**src/rtl/cda_pkg.sv**
```systemverilog
// Shared types, constants and calendar tables for the calendar date adder.
// Depends on nothing; imported by cda_ctrl, cda_dp and calendar_date_adder.
package cda_pkg;

	localparam int YearW  = 14;
	localparam int MonthW = 4;
	localparam int DayW   = 5;
	localparam int AmtW   = 15;
	localparam int OpW    = 2;

	// working year is wide enough for 9999 + 32767
	localparam int WyW    = 16;
	localparam int CentW  = 9;
	localparam int RcW    = 7;
	localparam int ProdW  = 32;
	localparam int DoyW   = 9;

	localparam logic [WyW-1:0]    MaxYear     = WyW'(9999);
	localparam logic [MonthW-1:0] LastMonth   = MonthW'(12);
	localparam logic [DayW-1:0]   LastDay     = DayW'(31);
	// (y * RecipHundred) >> RecipShift equals y / 100 for y below 43699
	localparam logic [ProdW-1:0]  RecipHundred = ProdW'(5243);
	// (t * RecipTwelve) >> RecipShift equals t / 12 for t below 2^17
	localparam logic [ProdW-1:0]  RecipTwelve  = ProdW'(43691);
	localparam int                RecipShift   = 19;

	typedef enum logic [OpW-1:0] {
		OP_DAYS   = 2'd0,
		OP_MONTHS = 2'd1,
		OP_YEARS  = 2'd2,
		OP_NONE   = 2'd3
	} opcode_t;

	// controller to datapath
	typedef struct packed {
		logic load_in;
		logic div_mul;
		logic div_cent;
		logic div_rem;
		logic clamp;
		logic day_step;
		logic mdiv_mul;
		logic mdiv_apply;
		logic add_years;
		logic load_out;
	} cmd_t;

	// datapath to controller
	typedef struct packed {
		opcode_t op;
		logic    rem_zero;
		logic    yr_over;
		logic    out_free;
	} sts_t;

	// days in a month, February by the leap flag
	function automatic logic [DayW-1:0] month_len(input logic leap, input logic [MonthW-1:0] mo);
		logic [DayW-1:0] len;
		case (mo) inside
			4'd2:                    len = leap ? DayW'(29) : DayW'(28);
			4'd4, 4'd6, 4'd9, 4'd11: len = DayW'(30);
			default:                 len = DayW'(31);
		endcase
		return len;
	endfunction

	// days before the first of a month in a common year
	function automatic logic [DoyW-1:0] cum_days(input logic [MonthW-1:0] mo);
		logic [DoyW-1:0] n;
		case (mo)
			4'd2:    n = DoyW'(31);
			4'd3:    n = DoyW'(59);
			4'd4:    n = DoyW'(90);
			4'd5:    n = DoyW'(120);
			4'd6:    n = DoyW'(151);
			4'd7:    n = DoyW'(181);
			4'd8:    n = DoyW'(212);
			4'd9:    n = DoyW'(243);
			4'd10:   n = DoyW'(273);
			4'd11:   n = DoyW'(304);
			4'd12:   n = DoyW'(334);
			default: n = DoyW'(0);
		endcase
		return n;
	endfunction

endpackage

```
**src/rtl/cda_ctrl.sv**
```systemverilog
// Sequencer for the calendar date adder: steps the datapath through year
// decomposition, day clamping and the per-opcode work. Depends on cda_pkg.
module cda_ctrl (
	input  logic          clk,
	input  logic          arst_n,
	input  logic          in_valid,
	output logic          in_ready,
	input  cda_pkg::sts_t sts,
	output cda_pkg::cmd_t cmd
);
	import cda_pkg::*;

	typedef enum logic [3:0] {
		S_IDLE,
		S_DMUL,
		S_DCEN,
		S_DREM,
		S_CLAMP,
		S_DAYS,
		S_MMUL,
		S_MAPP,
		S_YADD,
		S_FIN
	} state_t;

	state_t state_q;
	logic   pass2_q;

	assign in_ready = (state_q == S_IDLE);

	// decode commands from the current state
	always_comb begin
		cmd = '0;
		unique case (state_q)
			S_IDLE:  cmd.load_in    = in_valid;
			S_DMUL:  cmd.div_mul    = 1'b1;
			S_DCEN:  cmd.div_cent   = 1'b1;
			S_DREM:  cmd.div_rem    = 1'b1;
			S_CLAMP: cmd.clamp      = 1'b1;
			S_DAYS:  cmd.day_step   = !(sts.rem_zero || sts.yr_over);
			S_MMUL:  cmd.mdiv_mul   = 1'b1;
			S_MAPP:  cmd.mdiv_apply = 1'b1;
			S_YADD:  cmd.add_years  = 1'b1;
			S_FIN:   cmd.load_out   = sts.out_free;
			default: cmd = '0;
		endcase
	end

	// advance the sequence; the second pass ends after its clamp
	always_ff @(posedge clk or negedge arst_n) begin
		if (!arst_n) begin
			state_q <= S_IDLE;
			pass2_q <= 1'b0;
		end else begin
			unique case (state_q)
				S_IDLE: begin
					if (in_valid) begin
						state_q <= S_DMUL;
						pass2_q <= 1'b0;
					end
				end
				S_DMUL:  state_q <= S_DCEN;
				S_DCEN:  state_q <= S_DREM;
				S_DREM:  state_q <= S_CLAMP;
				S_CLAMP: begin
					if (pass2_q) begin
						state_q <= S_FIN;
					end else begin
						unique case (sts.op)
							OP_DAYS:   state_q <= S_DAYS;
							OP_MONTHS: state_q <= S_MMUL;
							OP_YEARS:  state_q <= S_YADD;
							default:   state_q <= S_FIN;
						endcase
					end
				end
				S_DAYS: begin
					if (sts.rem_zero || sts.yr_over) state_q <= S_FIN;
				end
				S_MMUL:  state_q <= S_MAPP;
				S_MAPP: begin
					state_q <= S_DMUL;
					pass2_q <= 1'b1;
				end
				S_YADD: begin
					state_q <= S_DMUL;
					pass2_q <= 1'b1;
				end
				S_FIN: begin
					if (sts.out_free) state_q <= S_IDLE;
				end
				default: state_q <= S_IDLE;
			endcase
		end
	end

endmodule

```
**src/rtl/cda_dp.sv**
```systemverilog
// Datapath for the calendar date adder: working date, remaining amount,
// year split into centuries and remainder, and the output register. Depends on cda_pkg.
module cda_dp (
	input  logic                        clk,
	input  logic                        arst_n,
	input  cda_pkg::cmd_t               cmd,
	output cda_pkg::sts_t               sts,
	input  logic [cda_pkg::OpW-1:0]     opcode,
	input  logic [cda_pkg::YearW-1:0]   year,
	input  logic [cda_pkg::MonthW-1:0]  month,
	input  logic [cda_pkg::DayW-1:0]    day,
	input  logic [cda_pkg::AmtW-1:0]    amount,
	output logic                        out_valid,
	input  logic                        out_ready,
	output logic [cda_pkg::YearW-1:0]   new_year,
	output logic [cda_pkg::MonthW-1:0]  new_month,
	output logic [cda_pkg::DayW-1:0]    new_day,
	output logic                        year_overflow
);
	import cda_pkg::*;

	opcode_t            op_q;
	logic [WyW-1:0]     yr_q;
	logic [MonthW-1:0]  mo_q;
	logic [DayW-1:0]    dy_q;
	logic [AmtW-1:0]    rem_q;
	logic [CentW-1:0]   cent_q;
	logic [RcW-1:0]     rc_q;
	logic [ProdW-1:0]   prod_q;

	logic [YearW-1:0]   oyear_q;
	logic [MonthW-1:0]  omonth_q;
	logic [DayW-1:0]    oday_q;
	logic               oovf_q;
	logic               ovalid_q;

	logic               leap;
	logic               yr_over;
	logic [DayW-1:0]    mlen;
	logic [DoyW-1:0]    doy;
	logic [DoyW-1:0]    ylen;
	logic [WyW-1:0]     cent_x100;
	logic [WyW-1:0]     mtot;
	logic [11:0]        q12;
	logic [WyW-1:0]     q12_x12;
	logic               cross_year;
	logic               cross_month;

	// leap rule from the century split: divisible by 4, and not a whole
	// century unless the century count is divisible by 4
	assign leap    = (yr_q[1:0] == 2'b00) && ((rc_q != '0) || (cent_q[1:0] == 2'b00));
	assign yr_over = (yr_q > MaxYear);
	assign mlen    = month_len(leap, mo_q);
	assign doy     = cum_days(mo_q) + DoyW'(dy_q)
	               + DoyW'(leap && (mo_q > MonthW'(2)));
	assign ylen    = leap ? DoyW'(366) : DoyW'(365);

	assign cent_x100 = WyW'(cent_q) * WyW'(100);
	assign mtot      = WyW'(mo_q) - WyW'(1) + WyW'(rem_q);
	assign q12       = prod_q[RecipShift+11:RecipShift];
	assign q12_x12   = WyW'(q12) * WyW'(12);

	assign cross_year  = (WyW'(rem_q) + WyW'(doy)) > WyW'(ylen);
	assign cross_month = (WyW'(rem_q) + WyW'(dy_q)) > WyW'(mlen);

	// working registers
	always_ff @(posedge clk) begin
		if (cmd.load_in) begin
			op_q  <= opcode_t'(opcode);
			yr_q  <= (WyW'(year) > MaxYear) ? MaxYear : WyW'(year);
			if (month == '0)
				mo_q <= MonthW'(1);
			else if (month > LastMonth)
				mo_q <= LastMonth;
			else
				mo_q <= month;
			dy_q  <= (day == '0) ? DayW'(1) : day;
			rem_q <= amount;
		end
		if (cmd.div_mul) begin
			prod_q <= ProdW'(yr_q) * RecipHundred;
		end
		if (cmd.div_cent) begin
			cent_q <= prod_q[RecipShift+CentW-1:RecipShift];
		end
		if (cmd.div_rem) begin
			rc_q <= RcW'(yr_q - cent_x100);
		end
		if (cmd.clamp) begin
			if (dy_q > mlen) dy_q <= mlen;
		end
		if (cmd.mdiv_mul) begin
			prod_q <= ProdW'(mtot) * RecipTwelve;
		end
		if (cmd.mdiv_apply) begin
			yr_q <= yr_q + WyW'(q12);
			mo_q <= MonthW'(mtot - q12_x12 + WyW'(1));
		end
		if (cmd.add_years) begin
			yr_q <= yr_q + WyW'(rem_q);
		end
		// one year, one month or the final days per step
		if (cmd.day_step) begin
			if (cross_year) begin
				rem_q <= rem_q - AmtW'(ylen - doy + DoyW'(1));
				yr_q  <= yr_q + WyW'(1);
				mo_q  <= MonthW'(1);
				dy_q  <= DayW'(1);
				if (rc_q == RcW'(99)) begin
					rc_q   <= '0;
					cent_q <= cent_q + CentW'(1);
				end else begin
					rc_q <= rc_q + RcW'(1);
				end
			end else if (cross_month) begin
				rem_q <= rem_q - AmtW'(mlen - dy_q + DayW'(1));
				mo_q  <= mo_q + MonthW'(1);
				dy_q  <= DayW'(1);
			end else begin
				dy_q  <= dy_q + DayW'(rem_q);
				rem_q <= '0;
			end
		end
	end

	// output payload, saturated on year overflow
	always_ff @(posedge clk) begin
		if (cmd.load_out) begin
			oovf_q   <= yr_over;
			oyear_q  <= yr_over ? YearW'(MaxYear) : YearW'(yr_q);
			omonth_q <= yr_over ? LastMonth : mo_q;
			oday_q   <= yr_over ? LastDay : dy_q;
		end
	end

	// output valid: set on load, drop on transfer
	always_ff @(posedge clk or negedge arst_n) begin
		if (!arst_n) begin
			ovalid_q <= 1'b0;
		end else if (cmd.load_out) begin
			ovalid_q <= 1'b1;
		end else if (out_ready) begin
			ovalid_q <= 1'b0;
		end
	end

	assign sts.op       = op_q;
	assign sts.rem_zero = (rem_q == '0);
	assign sts.yr_over  = yr_over;
	assign sts.out_free = !ovalid_q || out_ready;

	assign out_valid     = ovalid_q;
	assign new_year      = oyear_q;
	assign new_month     = omonth_q;
	assign new_day       = oday_q;
	assign year_overflow = oovf_q;

endmodule

```
**src/rtl/calendar_date_adder.sv**
```systemverilog
// Opcode 3 ends after year decomposition and day clamp; years and months add and then
// repeat both; days step once per whole year, whole month and final partial month
// crossed. Throughput: one item at a time; the day loop steps once per cycle, and
// the next item is taken once the result is in the output register.
// Reset (arst_n, asynchronous): sequencer idle, no result pending.
// Depends on cda_pkg, cda_ctrl and cda_dp.
module calendar_date_adder (
	input  logic                        clk,
	input  logic                        arst_n,
	input  logic                        in_valid,
	output logic                        in_ready,
	input  logic [cda_pkg::OpW-1:0]     opcode,
	input  logic [cda_pkg::YearW-1:0]   year,
	input  logic [cda_pkg::MonthW-1:0]  month,
	input  logic [cda_pkg::DayW-1:0]    day,
	input  logic [cda_pkg::AmtW-1:0]    amount,
	output logic                        out_valid,
	input  logic                        out_ready,
	output logic [cda_pkg::YearW-1:0]   new_year,
	output logic [cda_pkg::MonthW-1:0]  new_month,
	output logic [cda_pkg::DayW-1:0]    new_day,
	output logic                        year_overflow
);
	import cda_pkg::*;

	cmd_t cmd;
	sts_t sts;

	// sequencer
	cda_ctrl u_ctrl (
		.clk      (clk),
		.arst_n   (arst_n),
		.in_valid (in_valid),
		.in_ready (in_ready),
		.sts      (sts),
		.cmd      (cmd)
	);

	// date arithmetic and output register
	cda_dp u_dp (
		.clk           (clk),
		.arst_n        (arst_n),
		.cmd           (cmd),
		.sts           (sts),
		.opcode        (opcode),
		.year          (year),
		.month         (month),
		.day           (day),
		.amount        (amount),
		.out_valid     (out_valid),
		.out_ready     (out_ready),
		.new_year      (new_year),
		.new_month     (new_month),
		.new_day       (new_day),
		.year_overflow (year_overflow)
	);

endmodule
```
**config.mk**
```make
export PLATFORM = sky130hd
export DESIGN_NAME = calendar_date_adder
export DESIGN_NICKNAME = d
export VERILOG_FILES = /design/src/rtl/cda_pkg.sv /design/src/rtl/cda_ctrl.sv /design/src/rtl/cda_dp.sv /design/src/rtl/calendar_date_adder.sv
export SDC_FILE = /design/constraint.sdc
export NUM_CORES = 1
export LEC_CHECK = 0
export ABC_AREA = 1
export BUFFER_PORTS_ARGS = -buffer_cell sky130_fd_sc_hd__clkbuf_2
export CORE_MARGIN = 8
export CORE_UTILIZATION = 54
export CTS_CLUSTER_DIAMETER = 120
export DETAILED_ROUTE_END_ITERATION = 16
export PLACE_DENSITY = 0.68
export SLEW_MARGIN = 20
export SYNTH_ARGS = -nofsm -noshare
export SYNTH_HDL_FRONTEND = slang
export SYNTH_SLANG_ARGS = --single-unit
```
**constraint.sdc**
```tcl
create_clock -name clk -period 8.6 [get_ports clk]
set_input_delay 0.86 -clock clk [delete_from_list [all_inputs] [get_ports clk]]
set_output_delay 0.86 -clock clk [all_outputs]
set_load 0.05 [all_outputs]
```
==> results of run 1 <==
critical path: cells and delay by family, from the launching register on:
kind                     cells  cell delay, ns
buffers and inverters        9            0.79
AO/OA/AOI/OAI                5            0.93
adder cells (fa/ha/maj)      9            3.66
XOR/XNOR                     2            0.43
AND/OR/NAND/NOR             14            1.41
flip-flops                   1            0.43
stage by stage:
step           area, um2  hold slack (ns)  utilization  cells  worst slack, ns
6_report           21210           0.2725       0.5809   3151           0.6800
2_1_floorplan      20000           0.4581            -   2607            1.216
3_3_place_gp       20910           0.4719       0.5725   3135           0.8829
3_5_place_dp       20910           0.4807       0.5725   3135           0.6330
5_1_grt            21210           0.2794       0.5809   3151          0.05974
4_1_cts            21210           0.2695       0.5808   3151           0.6092
kinds of logic (layout without fill, tap and decap cells):
group / Yosys count / in the layout / synth area share
multiplexers: 2 / 2 / 0.001001
XOR/XNOR: 124 / 124 / 0.05560
AND/OR/NAND/NOR: 865 / 865 / 0.1885
AO/OA/AOI/OAI: 427 / 427 / 0.1224
flip-flops: 105 / 105 / 0.1331
adder cells (fa/ha/maj): 532 / 532 / 0.3928
buffers and inverters: 552 / 628 / 0.1066
layout make-up:
| cell class | count | area, um2 |
|---|---|---|
| tap | 468 | 585.6 |
| sequential | 105 | 2663 |
| multi-input combinational | 1950 | 15210 |
| clock buffer | 9 | 225.2 |
| clock inverter | 7 | 78.83 |
| inverter | 528 | 1989 |
| timing repair buffer | 84 | 457.9 |
| fill | 3394 | 15310 |
what timing repair did:
| item | in CTS | in global routing |
|---|---|---|
| setup buffers | 0 | 0 |
| endpoints found under the setup margin | 0 | 1 |
| gates resized for setup | 0 | 1 |
| hold buffers | 0 | 0 |
synth_stat cells (10+ instances only):
| master | instances | area share |
|---|---|---|
| inv_1 | 519 | 0.097 |
| nand2_1 | 472 | 0.089 |
| ha_1 | 372 | 0.23 |
| a21oi_1 | 171 | 0.043 |
| fa_1 | 160 | 0.16 |
| nor2_1 | 140 | 0.026 |
| nand3_1 | 130 | 0.033 |
| o21ai_0 | 129 | 0.032 |
| xor2_1 | 90 | 0.039 |
| edfxtp_1 | 53 | 0.080 |
| dfxtp_1 | 46 | 0.046 |
| nand4_1 | 33 | 0.010 |
| nor3_1 | 33 | 0.0083 |
| xnor2_1 | 32 | 0.014 |
| o211ai_1 | 23 | 0.0086 |
| a31oi_1 | 18 | 0.0056 |
| a21o_1 | 17 | 0.0064 |
| o21bai_1 | 14 | 0.0053 |
| or2_2 | 11 | 0.0034 |
| clkbuf_1 | 10 | 0.0019 |
routing by layer:
layer | routed length [um] | share of wire | up-vias
met5 | 0 | 0 | -
met4 | 1480 | 0.026 | 0
met3 | 4225 | 0.073 | 96
met2 | 25610 | 0.44 | 606
met1 | 26360 | 0.46 | 8302
li1 | - | - | 8665
path summary, 6_finish.rpt:
check,to,slack [ns]
worst max-delay path,u_dp.prod_q[20],0.68
worst min-delay path,u_ctrl.pass2_q,0.27
worst max register to register,u_dp.prod_q[20],0.68
worst min register to register,u_dp.rc_q[4],0.49
max in group asynchronous,u_ctrl.state_q[3],8.16
min in group clk,u_dp.rc_q[4],0.49
sequential cells by signal, indices dropped and copies added, names as in the netlist, named ones only:
name	flops
u_ctrl.pass2_q	1
u_ctrl.state_q	4
u_dp.cent_q	5
u_dp.dy_q	5
u_dp.mo_q	4
u_dp.new_day	5
u_dp.new_month	4
u_dp.new_year	14
u_dp.op_q	2
u_dp.out_valid	1
u_dp.prod_q	12
u_dp.rc_q	7
u_dp.rem_q	15
u_dp.year_overflow	1
u_dp.yr_q	16
==> results.json, run 1 <==
{
  "fp.dieArea_mm2": 0.04346,
  "fin_crit_ns": 7.920,
  "clock-root-buffer": "clkbuf_16",
  "grt_util_met2": 0.4239,
  "most-common-layout-cells": "519 x inv_1, 472 x nand2_1, 372 x ha_1, 171 x a21oi_1, 160 x fa_1",
  "grt_pass1_vias": 17586,
  "period_share": 0.9209,
  "cts_tree": "built",
  "gr-usage-met1": 0.3643,
  "worst_pin_slew_ns": 0.9584,
  "avgSynthCellArea_um2": 7.673,
  "netlist_area_mm2": 0.02000,
  "rr_worst_depth": 39,
  "drc": 0,
  "chipWidth_um": 208.5,
  "critPathLaunchType": "flip-flop",
  "rsz0062_at_grt": "false",
  "worst_hold_path_type": "in2async",
  "busiest_layer": "met2",
  "cts.sinks": 105,
  "vias": 17669,
  "fin_worst_skew_ns": 0.01127,
  "ant_nets": 0,
  "synth.distinct_cells": 63,
  "clk_pin_slew_ns": 0.09,
  "drive_gt1_frac": 0.05740,
  "setup_tns_ns": 0,
  "synth_seq_cells": 105,
  "drt_pass1_iterations": 5,
  "rows": 70,
  "max_freq_mhz": 126.3,
  "die_h_um": 208.5,
  "maxCapViolations": 0,
  "grt-ovfl-total": 0,
  "clock_path_buffers": 2,
  "worstSetupPathType": "reg2reg",
  "critical_path.max_fanout": 7,
  "drt_wl_total_um": 57680,
  "crit_path_start": "u_dp.mo_q[0]",
  "rr_startpoint": "u_dp.mo_q[0]",
  "clk_latency_ns": 0.40,
  "fp.coreArea_mm2": 0.03652,
  "slew_headroom": 0.3595,
  "netlist_instances": 2607,
  "required_ns": 8.73,
  "outcome": "finished, final reports clean",
  "antenna_found_initial": 0,
  "synth_edf_count": 53,
  "yosysWarnings": 0,
  "place.port_buffers": 69,
  "slew_violations": 0,
  "top_level_ports": 70,
  "syn_to_final_growth_pct": 6.048,
  "slowest_delay_ns": 0.54,
  "ctsHtreeMaxLevel": 3,
  "start_util": 0.5477,
  "cp_common_cell": "inv_1",
  "dpl.hpwl_um": 47830,
  "synth_top_flop_cell": "edfxtp_1",
  "cp_slowest_cell": "fa_1",
  "grt_pass1_wl_um": 92960,
  "syn_nets": 3183,
  "avgRoutedWirePerCell_um": 18.30,
  "gr-usage-all-layers": 0.2659,
  "cp_data_arrival_time_ns": 8.05,
  "ys_async_sr_fraction": 0.05714,
  "nNetsFinal": 3254,
  "gr-usage-met3": 0.05276,
  "hold_viol": 0,
  "drt-vias-per-instance": 5.607,
  "place.gp.congestion": 0.9919,
  "final_common_cell": "inv_1",
  "setup_violations": 0,
  "numCtsBuffers": 9,
  "critPathCaptureType": "flip-flop",
  "grt_max_degree": 53,
  "first_iter_violations": 1338,
  "n_antenna_cell": 0,
  "ys_seq_area_frac": 0.1331
}
Power of run 1 is not shown: default switching activity piles up to over one toggle a cycle in this logic, so the estimate is an artifact.
==> inputs of run 2 (changes only) <==
--- a/config.mk
+++ b/config.mk
@@ -8,10 +8,10 @@
 export ABC_AREA = 1
 export BUFFER_PORTS_ARGS = -buffer_cell sky130_fd_sc_hd__clkbuf_2
 export CORE_MARGIN = 8
-export CORE_UTILIZATION = 54
+export CORE_UTILIZATION = 45
 export CTS_CLUSTER_DIAMETER = 120
 export DETAILED_ROUTE_END_ITERATION = 16
-export PLACE_DENSITY = 0.68
+export PLACE_DENSITY = 0.58
 export SLEW_MARGIN = 20
 export SYNTH_ARGS = -nofsm -noshare
 export SYNTH_HDL_FRONTEND = slang
==> constraint.sdc (replaced) <==
create_clock -name clk -period 9.6 [get_ports clk]
set_input_delay 0.96 -clock clk [delete_from_list [all_inputs] [get_ports clk]]
set_output_delay 0.96 -clock clk [all_outputs]
set_load 0.05 [all_outputs]
==> results.json, run 2 (same netlist as run 1, synthesis figures left out) <==
{
  "grt-ovfl-total": 0,
  "worst_hold_path_type": "in2async",
  "critical_path.max_fanout": 12,
  "clk_pin_slew_ns": 0.08,
  "slew_violations": 0,
  "fin_crit_ns": 8.142,
  "regArea_mm2": 0.002663,
  "drc": 0,
  "fin_worst_skew_ns": 0.01435,
  "n_antenna_cell": 0,
  "worstSetupPathType": "reg2reg",
  "postCtsResizedCells": 0,
  "first_iter_violations": 1313,
  "critPathCaptureType": "flip-flop",
  "drt_pass1_iterations": 6,
  "drt-vias-per-instance": 5.358,
  "cp_data_arrival_time_ns": 8.28,
  "setup_tns_ns": 0,
  "path_delay_family": "adder cells",
  "post-cts-setup-buffer-count": 0,
  "setup_ws_ns": 1.458,
  "dpl.hpwl_um": 49720,
  "place.port_buffers": 69,
  "top_register": "u_dp.yr_q",
  "ctsHtreeMaxLevel": 3,
  "vias": 17516,
  "place.gp.congestion": 0.9620,
  "setup_violations": 0,
  "critPathLaunchType": "flip-flop",
  "top_layer": "met5",
  "drt_wl_total_um": 59510,
  "avgRoutedWirePerCell_um": 18.20,
  "dr_wl_met2_um": 26420,
  "routedLengthMet1_um": 27830,
  "slew_headroom": 0.3112,
  "gr-usage-all-layers": 0.2337,
  "chipWidth_um": 226.8,
  "rsz0062_at_grt": "false",
  "cts_tree": "built",
  "start_util": 0.4543,
  "antenna_found_initial": 1,
  "clock_path_buffers": 2,
  "outcome": "finished, final reports clean",
  "multi_input_area_mm2": 0.01521,
  "cp_slowest_cell": "fa_1",
  "postCtsHoldBufs": 0,
  "nNetsFinal": 3248,
  "syn_to_final_growth_pct": 6.586,
  "hold_viol": 0,
  "required_ns": 9.74,
  "most-common-layout-cells": "519 x inv_1, 472 x nand2_1, 372 x ha_1, 171 x a21oi_1, 160 x fa_1",
  "grt_pass1_wl_um": 93940,
  "clk_latency_ns": 0.40,
  "fp.dieArea_mm2": 0.05146,
  "dp_slack_ns": 1.253,
  "grt_pass1_vias": 17266,
  "largest_reg_flops": 16,
  "final_common_cell": "inv_1",
  "grt_max_degree": 53,
  "max_freq_mhz": 122.8,
  "cp_common_cell": "inv_1",
  "clock-root-buffer": "clkbuf_16",
  "worst_pin_slew_ns": 1.032,
  "drive_gt1_frac": 0.05491,
  "die_h_um": 226.8,
  "cp_num_buf_inv": 9,
  "top_level_ports": 70,
  "slowest_delay_ns": 0.55,
  "met3_length_um": 3905,
  "cts.sinks": 105,
  "fp.coreArea_mm2": 0.04403,
  "fill_cells": 4407,
  "period_share": 0.8482,
  "maxCapViolations": 0,
  "ant_nets": 0,
  "rows": 77,
  "numCtsBuffers": 9
}
[run 2: metal layers]
metal,vias up,global-route usage
li1,8659,-
met1,8250,0.3255
met2,529,0.3721
met3,76,0.04022
met4,2,0.05770
met5,-,0
[run 2: worst paths after layout]
check | start | endpoint | slack [ns] | depth (start not counted)
setup / recovery | u_dp.mo_q[0] | u_dp.prod_q[24] | 1.46 | 39
hold / removal | arst_n | u_ctrl.pass2_q | 0.38 | 1
setup reg to reg | u_dp.mo_q[0] | u_dp.prod_q[24] | 1.46 | 39
hold reg to reg | u_dp.rc_q[4] | u_dp.rc_q[4] | 0.49 | 2
max in group asynchronous | arst_n | u_ctrl.state_q[3] | 9.06 | 1
min in group clk | u_dp.rc_q[4] | u_dp.rc_q[4] | 0.49 | 2
[run 2: stage by stage]
step	cells	area [um2]	util	hold slack, ns
finish	3269	21320	0.4843	0.3818
global placement	3253	21020	0.4774	0.4729
CTS	3269	21320	0.4842	0.3719
global route	3269	21320	0.4843	0.3803
floorplan	2607	20000	-	0.4581
detailed placement	3253	21020	0.4774	0.4787
[run 2: layout make-up]
| class | count | area share |
|---|---|---|
| repair buffers | 78 | 0.01937 |
| inverters | 528 | 0.09330 |
| clock inverters | 5 | 0.002230 |
| clock buffers | 11 | 0.01191 |
| multi-input cells | 1950 | 0.7136 |
| flip-flops and latches | 105 | 0.1249 |
| well taps | 592 | 0.03474 |
Power of run 2 is left out for the same reason.
==> inputs of run 3 (changes only) <==
--- a/config.mk
+++ b/config.mk
@@ -5,7 +5,7 @@
 export SDC_FILE = /design/constraint.sdc
 export NUM_CORES = 1
 export LEC_CHECK = 0
-export ABC_AREA = 1
+export ABC_AREA = 0
 export BUFFER_PORTS_ARGS = -buffer_cell sky130_fd_sc_hd__clkbuf_2
 export CORE_MARGIN = 8
 export CORE_UTILIZATION = 45
==> constraint.sdc (replaced) <==
create_clock -name clk -period 8.1 [get_ports clk]
set_input_delay 0.81 -clock clk [delete_from_list [all_inputs] [get_ports clk]]
set_output_delay 0.81 -clock clk [all_outputs]
set_load 0.05 [all_outputs]
==> results.json, run 3 <==
{
  "stdcell_count": 2716,
  "setup_tns_ns": 0,
  "place.gp.congestion": 0.9503,
  "critPathLaunchType": "flip-flop",
  "yosysTopAreaCellShare": 0.2486,
  "synth_seq_cells": 105,
  "worstSetupPathType": "reg2reg",
  "worst_pin_slew_ns": 0.9868,
  "synth_xor_area_frac": 0.06715,
  "cts.sinks": 105,
  "drive_gt1_frac": 0.09707,
  "maxCapViolations": 0,
  "syn_to_final_growth_pct": 9.388,
  "yosysWarnings": 0,
  "drt_wl_total_um": 53120,
  "n_antenna_cell": 0,
  "ctsHtreeMaxLevel": 3,
  "fp.dieArea_mm2": 0.04840,
  "grt_pass1_vias": 15632,
  "ys_seq_area_frac": 0.1422,
  "fin_worst_skew_ns": 0.01175,
  "grt_max_degree": 36,
  "fill_cells": 3873,
  "place_area_mm2": 0.02000,
  "avgSynthCellArea_um2": 9.016,
  "synth.most_common_cell": "ha_1",
  "required_ns": 8.20,
  "slowest_delay_ns": 0.56,
  "critical_path.max_fanout": 4,
  "slew_violations": 0,
  "syn_nets": 2653,
  "top_register": "u_dp.yr_q",
  "ys_async_sr_fraction": 0.05714,
  "final_common_cell": "ha_1",
  "placed_cells": 2696,
  "gr-usage-met3": 0.03606,
  "drc": 0,
  "most-common-layout-cells": "367 x ha_1, 340 x inv_1, 159 x fa_1, 119 x nand2_1, 117 x nor2_1",
  "hold_viol": 0,
  "gr-usage-all-layers": 0.2240,
  "drt-vias-per-instance": 5.634,
  "critPathCaptureType": "flip-flop",
  "dpl.hpwl_um": 44120,
  "largest_reg_flops": 16,
  "synth.distinct_cells": 97,
  "cts_tree": "built",
  "grt-ovfl-total": 0,
  "outcome": "finished, final reports clean",
  "synth_edf_count": 53,
  "busiest_layer": "met2",
  "rows": 74,
  "synth_area_leaders": "ha_1 25%, fa_1 17%, edfxtp_1 8.5%",
  "slew_headroom": 0.3421,
  "first_iter_violations": 1002,
  "postCtsHoldBufs": 0,
  "stdcell_area_mm2": 0.02048,
  "drt_pass1_iterations": 5,
  "max_freq_mhz": 129.4,
  "clock-root-buffer": "clkbuf_16",
  "cp_data_arrival_time_ns": 7.83,
  "synth_top_flop_cell": "edfxtp_1",
  "nNetsFinal": 2755,
  "place.port_buffers": 69,
  "antenna_found_initial": 1,
  "clk_latency_ns": 0.38,
  "grt_util_met2": 0.3579,
  "vias": 15301,
  "start_util": 0.4576,
  "fp.coreArea_mm2": 0.04092,
  "period_share": 0.9543,
  "cp_slowest_cell": "fa_1",
  "fin_crit_ns": 7.730,
  "ant_nets": 0,
  "synthAdderAreaFrac": 0.4196,
  "setup_violations": 0,
  "top_level_ports": 70,
  "die_h_um": 220.0,
  "clock_path_buffers": 2,
  "avgRoutedWirePerCell_um": 19.56,
  "synthSimpleGateAreaFrac": 0.1270,
  "chipWidth_um": 220.0,
  "worst_hold_path_type": "in2async",
  "netlist_area_mm2": 0.01873,
  "netlist_instances": 2077,
  "gr-usage-met1": 0.3094,
  "synth-compound-area-share": 0.1535,
  "cp_common_cell": "fa_1",
  "clk_pin_slew_ns": 0.08,
  "synth_top_family_by_area": "adder cells",
  "synthTopCellsByCount": "372 x ha_1, 341 x inv_1, 160 x fa_1",
  "netlist.top_cell.by_area": "ha_1",
  "numCtsBuffers": 9,
  "muxShareOfSynthArea": 0.01263,
  "grt_pass1_wl_um": 85150
}
run 3: cell count changes after synthesis, sizes merged, moves of 22 or more:
cell    previous run  this run
inv              526       343
o21ai            134        63
nor2             148       121
nand3            133        50
nand2b             0        24
a21oi            171       111
a211oi             5        27
xor2              92        39
xnor2             32       102
nand2            486       120
run 3: cell type report:
class	count	area [um2]	area share
multi-input cells	1591	14760	0.7205
clock buffers	10	229.0	0.01118
repair buffers	128	792.0	0.03867
well taps	532	665.6	0.03250
inverters	344	1291	0.06304
clock inverters	6	81.33	0.003970
flip-flops and latches	105	2665	0.1301
run 3: critical path: cells and delay by family, from the launching register on:
kind | cells | cell delay, ns
flops | 1 | 0.34
compound gates | 15 | 2.56
xor+xnor | 2 | 0.36
buf+inv | 5 | 0.54
simple gates | 2 | 0.46
fa+ha+maj | 8 | 3.20
run 3: kinds of logic (layout without fill, tap and decap cells):
family,after synthesis,after routing
compound gates,417,417
xor+xnor,142,142
fa+ha+maj,532,532
buf+inv,381,488
flops,105,105
mux,22,22
simple gates,478,478
run 3: per-layer routing:
metal / up-vias / wire (um) / part of all wire
met2: 408 / 24230 / 0.46
met3: 89 / 3109 / 0.059
met5: - / 13 / 0.00024
li1: 7427 / - / -
met1: 7375 / 24440 / 0.46
met4: 2 / 1326 / 0.025
run 3: path summary, 6_finish.rpt:
check / cells past startpoint / endpoint / start / slack (ns)
max in group asynchronous: 1 / u_ctrl.state_q[0] / arst_n / 7.66
hold reg to reg: 2 / u_dp.rc_q[1] / u_dp.rc_q[1] / 0.53
hold / removal: 1 / u_ctrl.state_q[2] / arst_n / 0.27
setup / recovery: 32 / u_dp.prod_q[28] / u_dp.mo_q[1] / 0.37
min in group clk: 2 / u_dp.rc_q[1] / u_dp.rc_q[1] / 0.53
setup reg to reg: 32 / u_dp.prod_q[28] / u_dp.mo_q[1] / 0.37
run 3: what timing repair did:
item / CTS / global route
hold endpoints to repair: 0 / 0
buffers inserted: 0 / 4
endpoints found under the setup margin: 2 / 9
pin swaps: 0 / 12
gates resized for setup: 2 / 27
run 3: stage by stage:
stage / worst slack (ns) / util / hold WS (ns)
2_1_floorplan: 0.2756 / - / 0.4819
3_3_place_gp: 0.07338 / 0.4886 / 0.5037
3_5_place_dp: 0.02089 / 0.4886 / 0.5205
4_1_cts: 0.02808 / 0.4965 / 0.2610
5_1_grt: -0.002044 / 0.5005 / 0.2680
6_report: 0.3702 / 0.5005 / 0.2661
Power of run 3 is left out for the same reason.
